**config.mk**
```make
export PLATFORM = sky130hd
export DESIGN_NAME = roc_auc_ctrl
export DESIGN_NICKNAME = d
export VERILOG_FILES = /design/src/rtl/core/roc_auc_pkg.sv /design/src/rtl/core/roc_auc_ctrl.sv
export VERILOG_INCLUDE_DIRS = /design/src /design/src/rtl/core
export SDC_FILE = /design/constraint.sdc
export NUM_CORES = 1
export LEC_CHECK = 0
export ABC_AREA = 1
export BUFFER_PORTS_ARGS = -buffer_cell sky130_fd_sc_hd__buf_2
export CAP_MARGIN = 0
export CORE_ASPECT_RATIO = 0.9
export CORE_UTILIZATION = 45
export DETAILED_ROUTE_END_ITERATION = 7
export PLACE_DENSITY = 0.7
export SYNTH_ARGS = -nofsm -noshare
export SYNTH_HDL_FRONTEND = slang
export SYNTH_SLANG_ARGS = --single-unit
```
**constraint.sdc**
```tcl
create_clock -name clk_i -period 1.4 [get_ports clk_i]
set_input_delay 0.28 -clock clk_i [delete_from_list [all_inputs] [get_ports clk_i]]
set_output_delay 0.28 -clock clk_i [all_outputs]
set_load 0.05 [all_outputs]
```
**src/rtl/core/roc_auc_trapezoid_assert.svh**
```systemverilog
// Assertion macros used by the ROC area controller.
`ifndef ROC_AUC_TRAPEZOID_ASSERT_SVH
`define ROC_AUC_TRAPEZOID_ASSERT_SVH
// Same-cycle implication under the active-low reset.
`define ROC_ASSERT_IMP(lbl, clk, rstn, ante, cons, msg) \
  lbl: assert property (@(posedge clk) disable iff (!rstn) (ante) |-> (cons)) \
    else $error(msg);
// Next-cycle implication under the active-low reset.
`define ROC_ASSERT_NXT(lbl, clk, rstn, ante, cons, msg) \
  lbl: assert property (@(posedge clk) disable iff (!rstn) (ante) |=> (cons)) \
    else $error(msg);
`endif

```
**src/rtl/core/roc_auc_pkg.sv**
```systemverilog
// ----------------------------------------------------------------------------
// roc_auc_pkg
// Types shared by the ROC area controller, datapath and top level.
// ----------------------------------------------------------------------------
`default_nettype none
package roc_auc_pkg;

  localparam int unsigned ScoreW = 32;
  localparam int unsigned AucW   = 17;
  localparam int unsigned CountW = 11;
  localparam int unsigned QuotW  = 17;

  typedef struct packed {
    logic signed [ScoreW-1:0] score;
    logic                     label;
    logic                     last;
  } in_item_t;

  typedef struct packed {
    logic [AucW-1:0]   auc;
    logic              degenerate;
    logic [CountW-1:0] positives;
    logic [CountW-1:0] negatives;
  } out_item_t;

  // Controller states, one-hot.
  typedef enum logic [10:0] {
    ST_LOAD       = 11'b000_0000_0001,
    ST_SETUP      = 11'b000_0000_0010,
    ST_PASS_CHK   = 11'b000_0000_0100,
    ST_MERGE_INIT = 11'b000_0000_1000,
    ST_MERGE      = 11'b000_0001_0000,
    ST_SCAN_INIT  = 11'b000_0010_0000,
    ST_SCAN       = 11'b000_0100_0000,
    ST_FINAL      = 11'b000_1000_0000,
    ST_DENOM      = 11'b001_0000_0000,
    ST_DIV        = 11'b010_0000_0000,
    ST_OUT        = 11'b100_0000_0000
  } state_e;

  // Commands from the controller to the datapath.
  typedef struct packed {
    logic load;
    logic sort_init;
    logic merge_init;
    logic merge_step;
    logic scan_init;
    logic scan_step;
    logic final_strip;
    logic denom;
    logic div_step;
    logic clear;
  } cmd_t;

  // Status from the datapath to the controller.
  typedef struct packed {
    logic merge_last;
    logic pass_last;
    logic sort_done;
    logic scan_last;
    logic div_last;
  } status_t;

endpackage
`default_nettype wire

```
**src/rtl/core/roc_auc_ctrl.sv**
```systemverilog
// ----------------------------------------------------------------------------
// roc_auc_ctrl
// Sequencer: load, merge sort passes, scan, divide and result transfer.
// ----------------------------------------------------------------------------
`default_nettype none
`include "roc_auc_trapezoid_assert.svh"
module roc_auc_ctrl (
  input  wire logic                 clk_i,
  input  wire logic                 rst_ni,
  input  wire logic                 in_valid_i,
  input  wire logic                 in_last_i,
  output logic                      in_ready_o,
  output logic                      out_valid_o,
  input  wire logic                 out_ready_i,
  input  wire roc_auc_pkg::status_t status_i,
  output roc_auc_pkg::cmd_t         cmd_o
);

  roc_auc_pkg::state_e state_q, state_d;
  logic                out_valid_q, out_valid_d;

  assign out_valid_o = out_valid_q;

  // Next state and commands.
  always_comb begin
    state_d     = state_q;
    cmd_o       = '0;
    in_ready_o  = 1'b0;
    unique case (state_q)
      roc_auc_pkg::ST_LOAD: begin
        in_ready_o = 1'b1;
        cmd_o.load = in_valid_i;
        if (in_valid_i && in_last_i) begin
          state_d = roc_auc_pkg::ST_SETUP;
        end
      end
      roc_auc_pkg::ST_SETUP: begin
        cmd_o.sort_init = 1'b1;
        state_d         = roc_auc_pkg::ST_PASS_CHK;
      end
      roc_auc_pkg::ST_PASS_CHK: begin
        if (status_i.sort_done) begin
          state_d = roc_auc_pkg::ST_SCAN_INIT;
        end else begin
          state_d = roc_auc_pkg::ST_MERGE_INIT;
        end
      end
      roc_auc_pkg::ST_MERGE_INIT: begin
        cmd_o.merge_init = 1'b1;
        state_d          = roc_auc_pkg::ST_MERGE;
      end
      roc_auc_pkg::ST_MERGE: begin
        cmd_o.merge_step = 1'b1;
        if (status_i.merge_last) begin
          state_d = status_i.pass_last ? roc_auc_pkg::ST_PASS_CHK
                                       : roc_auc_pkg::ST_MERGE_INIT;
        end
      end
      roc_auc_pkg::ST_SCAN_INIT: begin
        cmd_o.scan_init = 1'b1;
        state_d         = roc_auc_pkg::ST_SCAN;
      end
      roc_auc_pkg::ST_SCAN: begin
        cmd_o.scan_step = 1'b1;
        if (status_i.scan_last) begin
          state_d = roc_auc_pkg::ST_FINAL;
        end
      end
      roc_auc_pkg::ST_FINAL: begin
        cmd_o.final_strip = 1'b1;
        state_d           = roc_auc_pkg::ST_DENOM;
      end
      roc_auc_pkg::ST_DENOM: begin
        cmd_o.denom = 1'b1;
        state_d     = roc_auc_pkg::ST_DIV;
      end
      roc_auc_pkg::ST_DIV: begin
        cmd_o.div_step = 1'b1;
        if (status_i.div_last) begin
          state_d = roc_auc_pkg::ST_OUT;
        end
      end
      roc_auc_pkg::ST_OUT: begin
        // The result register takes the result once it is free or being freed.
        if (!out_valid_q || out_ready_i) begin
          cmd_o.clear = 1'b1;
          state_d     = roc_auc_pkg::ST_LOAD;
        end
      end
      default: begin
        state_d = roc_auc_pkg::ST_LOAD;
      end
    endcase
    // The result stays offered until its transfer.
    out_valid_d = out_valid_q;
    if (out_ready_i) begin
      out_valid_d = 1'b0;
    end
    if (cmd_o.clear) begin
      out_valid_d = 1'b1;
    end
  end

  // State register.
  always_ff @(posedge clk_i or negedge rst_ni) begin
    if (!rst_ni) begin
      state_q     <= roc_auc_pkg::ST_LOAD;
      out_valid_q <= 1'b0;
    end else begin
      state_q     <= state_d;
      out_valid_q <= out_valid_d;
    end
  end

  `ROC_ASSERT_IMP(a_ready_in_load, clk_i, rst_ni, in_ready_o,
                  state_q == roc_auc_pkg::ST_LOAD, "input ready outside loading")
  `ROC_ASSERT_NXT(a_out_hold, clk_i, rst_ni, out_valid_o && !out_ready_i, out_valid_o,
                  "result withdrawn before its transfer")
  `ROC_ASSERT_NXT(a_clear_offers, clk_i, rst_ni, cmd_o.clear, out_valid_o,
                  "no result offered after the result register was loaded")
  `ROC_ASSERT_NXT(a_div_to_out, clk_i, rst_ni,
                  (state_q == roc_auc_pkg::ST_DIV) && status_i.div_last,
                  state_q == roc_auc_pkg::ST_OUT, "no hand-over after the last divide step")

endmodule
`default_nettype wire

```
==> run summary, run 1 <==
DRC Markers = 0
Syn Nets = 131
Final Wtd Congestion = 0.805
Top-area cell type share of the netlist area = 34.2%
Mean post-synth cell area = 6.66 um^2
Via count = 965
ANT cells = 0
Max-slew violations = 0
Die ar. = 1960 um^2
Post-synth EDFFs = 0
Antenna violations before repair = 0
Total Routing Usage GR = 27.5%
Global-route wire length before repair = 3840 um
Critical Path Source Type = flip-flop
Async SR Flop Fraction = 100%
Crit path kind = reg2out
CP most frequent cell = nor2_2
Max Root-Sink Buffers = 2
# IOs = 22
Max Cap Viol = 0
Sequence of cells on the critical path = nor2_2 > nand2_2 > nor2_4 > nand3_2 > nor2_2 > buf_6
Critical Path End Type = output pin
LEAKAGE = 0.750 nW
Vias in the first global route = 951
DR WL/cell = 13.4 um
Worst-Margin Slew = 0.290 ns
Total CTS buffers = 3
Distinct cells, synth = 16
Worst-path cell with the longest stage delay = dfrtp_1
Core Box Area = 1680 um^2
Synth Warn # = 0
CP Data Required Time = 1.12 ns
Drt initial violations = 34
Hold crit path type = in2reg
Max VDD drop = 1000 uV
Final Hold Violating Endpoints = 0
Root Driver = clkbuf_4
Top-count cell post-synth = nand2_1
Final Setup Violations = 19
Top_reg_cell synth = dfrtp_1
Clock tree sinks = 12
Post-layout min period = 1.82 ns
Pin count of the biggest net entering global routing = 13
CTS tree = yes
Die Wd = 46.6 um
Pwr per Cell Area = 1490 nW/um^2
Yosys reg bits = 12
Period utilisation layout = 130%
Worst-path fanout max = 5
Sequential share of the synthesized area = 37.4%
Detailed Place HPWL = 1490 um
Die Y = 42.1 um
CTS H-tree depth = 1
Port Buffers = 21
Failing checks = negative setup slack
1st-pass router iterations = 4
Fill count = 97
Rows = 14
Routed Antenna Nets = 0
Drt total wl = 2640 um
Outcome = finished, violations left
Top cells by area, synth = dfrtp_1, nand2_1, inv_1, nor2_1, nor2_4
RSZ-0062 raised after global routing = true
Clock latency on the worst-skew pair = 0.28 ns
Synth top cells by count = nand2_1, inv_1, nor2_1
Fin nets = 184
Fmax = 0.549 GHz
Via density = 4.90
Synthesized cell area = 806 um^2
Fin worst setup slack = -0.422 ns
Starting density of the core = 47.9%
Max incr delay on CP = 0.40 ns
Synthesized instance count = 121
Clock slew at reported path FFs = 0.08 ns
Arrival time at the worst endpoint = 1.54 ns
Slew headroom = 80.5%
Finished Layout Cells = 197
Placed cells = 181
Layout cells sized above 1 = 60.7%
Total gr overflow = 0
Largest area contributor in the netlist = dfrtp_1
Power Total = 2.13 mW
Util after Layout = 85.0%
Clk_skew = 0.00618 ns
Area grow syn2layout = 77.3%
cells by family (layout without fill, tap and decap cells):
family                 after synthesis  count (layout)  share of synthesized area, %
AO/OA/AOI/OAI                        3               3                          2.02
buffers and inverters               29              81                          14.0
flip-flops                          12              12                          37.4
AND/OR/NAND/NOR                     77              77                          46.6
routing by layer:
metal	up-vias	track usage, %	share of wire [%]
met3	8	5.60	3.5
met2	27	45.0	53
met5	-	0	0
li1	459	-	-
met1	471	33.6	41
met4	0	12.4	2.4
worst max-delay path, delay by kind of cell, from the launching register on:
family,cells,cell delay (ns)
flops,1,0.40
simple gates,5,0.69
buf+inv,1,0.16
final cells by class:
cell class              instances  area [um^2]  share of cell area [%]
clock buffers                   4         26.3                    1.84
flip-flops and latches         12          302                    21.1
multi-input cells              80          489                    34.2
inverters                      28          139                    9.72
repair buffers                 49          443                    31.0
well taps                      24         30.0                    2.10
flip-flops by register name, summed over array words and instances, names as in the netlist:
name	cells
state_q	11
out_valid_o	1
path summary, 6_finish.rpt:
kind	startpoint	to	slack, ns	cells after the start
setup / recovery	state_q[6]	cmd_o[0]	-0.42	6
hold / removal	out_ready_i	out_valid_o	0.21	2
setup reg to reg	state_q[0]	state_q[9]	-0.25	9
hold reg to reg	out_valid_o	out_valid_o	0.56	2
max in group asynchronous	rst_ni	state_q[0]	0.73	2
min in group asynchronous	rst_ni	out_valid_o	0.39	2
cells in the final DEF (no fill, tap or decap):
cell type / instances
buf_2: 10
buf_4: 21
buf_6: 8
buf_8: 9
clkbuf_1: 1
clkbuf_4: 3
clkinvlp_4: 9
dfrtp_1: 11
dfstp_2: 1
dlygate4sd3_1: 1
inv_1: 17
inv_2: 2
nand2_1: 18
nand2_2: 15
nand2_4: 2
nand3_1: 1
nand3_2: 4
nand3b_1: 3
nand4_1: 1
nor2_1: 10
nor2_2: 13
nor2_4: 5
nor3_1: 2
nor3_2: 3
o21ai_0: 2
o22ai_1: 1
power by group:
group | internal [mW] | switching [mW] | total [mW]
clock network | 0.111 | 0.129 | 0.240
registers | 0.409 | 0.0412 | 0.450
logic | 0.579 | 0.857 | 1.44
per-stage QoR:
| step | worst slack (ns) | setup TNS, ns | hold slack [ns] | cell area, um^2 |
|---|---|---|---|---|
| global route | -0.472 | -7.26 | 0.219 | 1430 |
| global placement | -0.148 | -1.72 | 0.171 | 1110 |
| CTS | -0.373 | -4.65 | 0.203 | 1360 |
| finish | -0.422 | -5.99 | 0.207 | 1430 |
| floorplan | -0.0364 | -0.0788 | -0.0156 | 860 |
| detailed placement | -0.172 | -2.20 | 0.172 | 1110 |
timing repair:
item | CTS | global route
buffers inserted | 8 | 5
gates resized for setup | 55 | 9
endpoints found under the setup margin | 18 | 20
hold endpoints to repair | 11 | 0
hold buffers | 1 | 0
pin swaps | 15 | 8
Note: power is estimated with default switching activity, not from simulation.
==> run 2, diff against run 1 <==
--- a/config.mk
+++ b/config.mk
@@ -14,2 +14,3 @@
 export DETAILED_ROUTE_END_ITERATION = 7
+export GPL_TIMING_DRIVEN = 0
 export PLACE_DENSITY = 0.7
==> constraint.sdc (replaced) <==
create_clock -name clk_i -period 2.2 [get_ports clk_i]
set_input_delay 0.44 -clock clk_i [delete_from_list [all_inputs] [get_ports clk_i]]
set_output_delay 0.44 -clock clk_i [all_outputs]
set_load 0.01 [all_outputs]
==> run 2 against run 1 <==
Against the previous run: the run now ends clean; core utilization shrank 27 points; clock power shrank 26%; wire length shrank 34%; register-to-register slack gained 0.99 ns; largest cell class unchanged; clock-buffer cell count is the same; design area shrank 31%; power shrank 57%; clock skew shrank 0.0024 ns; combinational power shrank 68%; sequential power shrank 36%.
==> run summary, run 2 (synthesis results as in run 1) <==
Outcome = finished, final reports clean
Clock latency on the worst-skew pair = 0.28 ns (about the same)
Max incr delay on CP = 0.39 ns (about the same)
Post-layout min period = 2.04 ns
Period utilisation layout = 92.7%
Postcts setup bufs = 0 (-8)
Final Wtd Congestion = 0.819 (+1.7%)
Slew headroom = 82.1% (+1.6 points)
Highest-count cells in the layout ignoring fill and taps = nand2_1, inv_1, nor2_1, buf_2, dfrtp_1
DR WL/cell = 10.2 um (-24%)
CP Data Required Time = 1.76 ns (+0.64 ns)
Starting density of the core = 47.9% (unchanged)
Largest Register = state_q
Cell family with most CP delay = simple AND/OR/NAND/NOR gates
CTS tree = yes
Max Root-Sink Buffers = 2 (unchanged)
Core Box Area = 1680 um^2 (unchanged)
Root Driver = clkbuf_4
Hold buffer count at CTS = 0 (-1)
Die ar. = 1960 um^2 (unchanged)
Worst Setup SP = state_q[4]
Total Routing Usage GR = 21.3% (-6.2 points)
Routed Antenna Nets = 0 (unchanged)
Antenna violations before repair = 0 (unchanged)
Die Y = 42.1 um (unchanged)
Drt initial violations = 13 (-62%)
Clock tree sinks = 12 (unchanged)
Layout cells sized above 1 = 28.8% (-32 points)
Net Switching = 0.400 mW (-61%)
LEAKAGE = 0.664 nW (-11%)
Sequential power share = 31.2% (+10 points)
Global-route wire length before repair = 2900 um (-24%)
Total gr overflow = 0 (unchanged)
Worst-path fanout max = 5 (unchanged)
Fin nets = 157 (-15%)
Multi-input logic area = 394 um^2 (-19%)
Vias in the first global route = 720 (-24%)
Sequence of cells on the critical path = nor2_1 > nand2_2 > nor2_4 > nand3_1 > nor2_1 > buf_4 > buf_2
Pwr per Cell Area = 938 nW/um^2 (-37%)
Die Wd = 46.6 um (unchanged)
Crit path buf inv count = 2 (+1)
Worst reg2reg setup slack = 0.74 ns (+0.99 ns)
Clk_skew = 0.00374 ns (-0.00244 ns)
R2R Path Start = state_q[0]
Sw Ratio = 43.5% (-4.8 points)
Via count = 775 (-20%)
Commonest non-fill, non-tap cell in the layout = nand2_1
DRC Markers = 0 (unchanged)
Critical Path End Type = output pin
Clock slew at reported path FFs = 0.08 ns (about the same)
Combinational Power Share = 49.4% (-18 points)
Detailed Place HPWL = 1380 um (-7.6%)
Critical Path Source Type = flip-flop
Fill count = 169 (+74%)
Max-slew violations = 0 (unchanged)
ANT cells = 0 (unchanged)
Pin count of the biggest net entering global routing = 13 (unchanged)
Total negative slack = 0 ns (+5.99 ns)
Worst-Margin Slew = 0.268 ns (-0.0216 ns)
Total CTS buffers = 3 (unchanged)
# IOs = 22 (unchanged)
Worst hold margin = 0.0205 ns (-0.186 ns)
Via density = 4.56 (-6.9%)
Fmax = 0.490 GHz
Storage cell area = 302 um^2 (unchanged)
Largest register FFs = 11 (unchanged)
# resized after CTS = 0 (-100%)
Drt total wl = 1740 um (-34%)
Rows = 14 (unchanged)
CP most frequent cell = nor2_1
Crit path kind = reg2out
Final Hold Violating Endpoints = 0 (unchanged)
1st-pass router iterations = 4 (unchanged)
Final Setup Violations = 0 (-19)
Int Pwr = 0.520 mW (-53%)
Max VDD drop = 486 uV (-51%)
Port Buffers = 21 (unchanged)
Clock power frac = 19.4% (+8.1 points)
Worst-path cell with the longest stage delay = dfrtp_1
Arrival time at the worst endpoint = 1.60 ns (+0.06 ns)
CTS H-tree depth = 1 (unchanged)
Hold crit path type = in2async
Max Cap Viol = 0 (unchanged)
RSZ-0062 raised after global routing = false
Area grow syn2layout = 21.6%
run 2: path summary, 6_finish.rpt:
check	to	cells past startpoint
setup / recovery	cmd_o[0]	7
hold / removal	state_q[8]	1
setup reg to reg	state_q[3]	8
hold reg to reg	state_q[9]	2
max in group asynchronous	state_q[0]	1
min in group clk_i	out_valid_o	2
run 2: per-stage QoR:
stage               instances  setup slack (ns)  area [um^2]  total power, mW  utilization [%]
floorplan                 121             0.732          806            0.633                -
global placement          166             0.560          941            0.728             56.0
detailed placement        166             0.511          941            0.742             56.0
CTS                       170             0.151          977            0.921             58.1
global route              170            0.0291          980            0.988             58.3
finish                    170             0.160          980            0.919             58.3
run 2: final cells by class:
type,instances,area share [%]
Buffer,1,0.766
Clock buffer,4,3.70
Inverter,28,10.7
Multi-Input combinational cell,80,40.2
Sequential cell,12,30.8
Tap cell,24,3.07
Timing Repair Buffer,21,10.7
run 2: power by group through the flow:
stage | Clock (mW) | Combinational [mW] | Sequential, mW
4_1_cts | 0.181 | 0.455 | 0.285
5_1_grt | 0.192 | 0.507 | 0.289
3_3_place_gp | 0 | 0.443 | 0.286
2_1_floorplan | 0 | 0.350 | 0.283
3_5_place_dp | 0 | 0.453 | 0.289
6_report | 0.178 | 0.454 | 0.287
run 2: routing by layer:
| metal | global-route usage, % | vias up | wire [um] |
|---|---|---|---|
| li1 | - | 407 | - |
| met4 | 10.6 | 0 | 40 |
| met2 | 35.6 | 22 | 811 |
| met1 | 25.9 | 341 | 814 |
| met3 | 2.59 | 5 | 69 |
| met5 | 0 | - | 0 |
==> run 3, diff against run 2 <==
==> constraint.sdc (replaced) <==
create_clock -name clk_i -period 2.2 [get_ports clk_i]
set_input_delay 0.22 -clock clk_i [delete_from_list [all_inputs] [get_ports clk_i]]
set_output_delay 0.22 -clock clk_i [all_outputs]
set_load 0.01 [all_outputs]
==> run 3 against run 2 <==
Against the previous run: sequential cell count stayed put; wire length is 0.40% higher; maximum frequency is 12% higher; die area stayed put; power hardly changed; design area is 0.77% higher; clock-buffer cell count stayed put; via count is 0.52% higher; core utilization is 0.45 points higher; critical path depth stayed put; setup slack better by 0.22 ns; combinational power hardly changed.
==> run summary, run 3 (synthesis results as in run 1) <==
Die Wd = 46.6 um (unchanged)
Worst-Margin Slew = 0.269 ns (+0.000222 ns)
Total negative slack = 0 ns (unchanged)
Clock tree sinks = 12 (unchanged)
Period utilisation layout = 82.8% (-10 points)
Sequential power share = 31.1% (about the same)
LEAKAGE = 0.667 nW (+0.49%)
Layout cells sized above 1 = 27.9% (-0.88 points)
Worst reg2reg setup slack = 0.74 ns (about the same)
Via count = 779 (+0.52%)
Outcome = finished, final reports clean
Max VDD drop = 486 uV (about the same)
Final Hold Violating Endpoints = 0 (unchanged)
Crit path buf inv count = 2 (unchanged)
Hold crit path type = in2reg
Max incr delay on CP = 0.39 ns (about the same)
Routed Antenna Nets = 0 (unchanged)
Worst-path cell with the longest stage delay = dfrtp_1
Global-route wire length before repair = 2900 um (unchanged)
Combinational Power Share = 49.4% (about the same)
Post-Place Setup Slack = 0.731 ns (+0.220 ns)
Rows = 14 (unchanged)
Clk_skew = 0.00277 ns (-0.000973 ns)
Critical Path Source Type = flip-flop
Crit path kind = reg2out
Final Setup Violations = 0 (unchanged)
Port Buffers = 21 (unchanged)
Antenna violations before repair = 0 (unchanged)
Commonest non-fill, non-tap cell in the layout = nand2_1
# IOs = 22 (unchanged)
Worst-path fanout max = 5 (unchanged)
Hold path startpoint = out_ready_i
Placed cells = 166 (unchanged)
Sw Ratio = 43.4% (about the same)
Hold path endpoint = out_valid_o
Clock power frac = 19.4% (about the same)
Highest-count cells in the layout ignoring fill and taps = nand2_1, inv_1, nor2_1, buf_2, dfrtp_1
Max Cap Viol = 0 (unchanged)
Largest Register = state_q
Sequence of cells on the critical path = nor2_1 > nand2_2 > nor2_4 > nand3_1 > nor2_1 > buf_4 > buf_2
Power Total = 0.920 mW (about the same)
Drt initial violations = 15 (+2)
CTS H-tree depth = 1 (unchanged)
Finished Layout Cells = 171 (+0.59%)
Die Y = 42.1 um (unchanged)
Clock slew at reported path FFs = 0.08 ns (about the same)
1st-pass router iterations = 4 (unchanged)
Final Wtd Congestion = 0.819 (unchanged)
Fin worst setup slack = 0.379 ns (+0.219 ns)
RSZ-0062 raised after global routing = false
Min-Delay Path Depth = 2
Critical Path End Type = output pin
Int Pwr = 0.520 mW (about the same)
Clock latency on the worst-skew pair = 0.28 ns (about the same)
Total Routing Usage GR = 21.3% (unchanged)
Fmax = 0.549 GHz (+12%)
# resized after CTS = 0 (unchanged)
CTS tree = yes
Die ar. = 1960 um^2 (unchanged)
Largest register FFs = 11 (unchanged)
Pwr per Cell Area = 932 nW/um^2 (-0.72%)
Pin count of the biggest net entering global routing = 13 (unchanged)
CP most frequent cell = nor2_1
Slew headroom = 82.1% (about the same)
Area grow syn2layout = 22.5%
Arrival time at the worst endpoint = 1.60 ns (about the same)
Detailed Place HPWL = 1380 um (unchanged)
Max-slew violations = 0 (unchanged)
Root Driver = clkbuf_4
DRC Markers = 0 (unchanged)
DR WL/cell = 10.2 um (-0.18%)
Total gr overflow = 0 (unchanged)
Fin nets = 158 (+0.64%)
Post-layout min period = 1.82 ns (-0.219 ns)
Starting density of the core = 47.9% (unchanged)
Max Root-Sink Buffers = 2 (unchanged)
Core Box Area = 1680 um^2 (unchanged)
Drt total wl = 1740 um (+0.40%)
Reg-to-reg critical path endpoint = state_q[3]
Vias in the first global route = 720 (unchanged)
R2R Path Start = state_q[0]
Cell family with most CP delay = simple AND/OR/NAND/NOR gates
Via density = 4.56 (about the same)
ANT cells = 0 (unchanged)
Reg2reg path depth = 8 (unchanged)
CP Data Required Time = 1.98 ns (+0.22 ns)
Total CTS buffers = 3 (unchanged)
Net Switching = 0.400 mW (about the same)
==> run 3: changes by cell type in the layout (fill, tap and decap cells not counted) <==
cell           delta
nor2_2            -1
nor2_1            +1
dlygate4sd3_1     +1
==> run 3: cell type report <==
class	count	area, um^2
fillers	169	694
multi-input cells	80	392
flip-flops and latches	12	302
repair buffers	22	115
inverters	28	105
clock buffers	4	36.3
well taps	24	30.0
plain buffers	1	7.51
==> run 3: power by group through the flow <==
stage                     Sequential, mW  Clock, mW  Combinational, mW
after global routing               0.289      0.192              0.508
after CTS                          0.285      0.181              0.457
final                              0.286      0.179              0.454
after detailed placement           0.289          0              0.453
after global placement             0.286          0              0.443
after floorplan                    0.283          0              0.350
==> run 3: worst reg2reg max path, stage by stage, from the launching register on <==
cell	delay, ns
dfstp_2	0.57
nor2_1	0.05
nand2_2	0.11
nor2_4	0.06
nand3b_1	0.13
nand3_2	0.14
nor2_4	0.14
nand2_2	0.09
nor2_1	0.11
==> run 3: worst max path at each step <==
stage,to,start,cells after the start,slack (ns)
after CTS,cmd_o[0],state_q[4],7,0.37
after global routing,cmd_o[0],state_q[3],7,0.22
after detailed placement,cmd_o[0],state_q[4],7,0.73
after global placement,cmd_o[0],state_q[4],7,0.78
after floorplan,state_q[10],state_q[0],9,0.90
final,cmd_o[0],state_q[4],7,0.38
==> run 3: stage by stage <==
| step | hold slack [ns] | area, um^2 | utilization [%] |
|---|---|---|---|
| final | 0.148 | 987 | 58.7 |
| after CTS | 0.151 | 987 | 58.7 |
| after global placement | 0.112 | 941 | 56.0 |
| after global routing | 0.151 | 987 | 58.7 |
| after floorplan | -0.0756 | 806 | - |
| after detailed placement | 0.111 | 941 | 56.0 |
==> run 3: layer usage <==
layer  track usage [%]  share of wire [%]
met4              10.6                2.1
met2              35.6                 46
met1              25.9                 47
met5                 0                  0
met3              2.59                4.1
==> run 3: repair_timing <==
action	in CTS	in global routing
hold endpoints to repair	11	0
buffers inserted	0	0
hold buffers	1	0
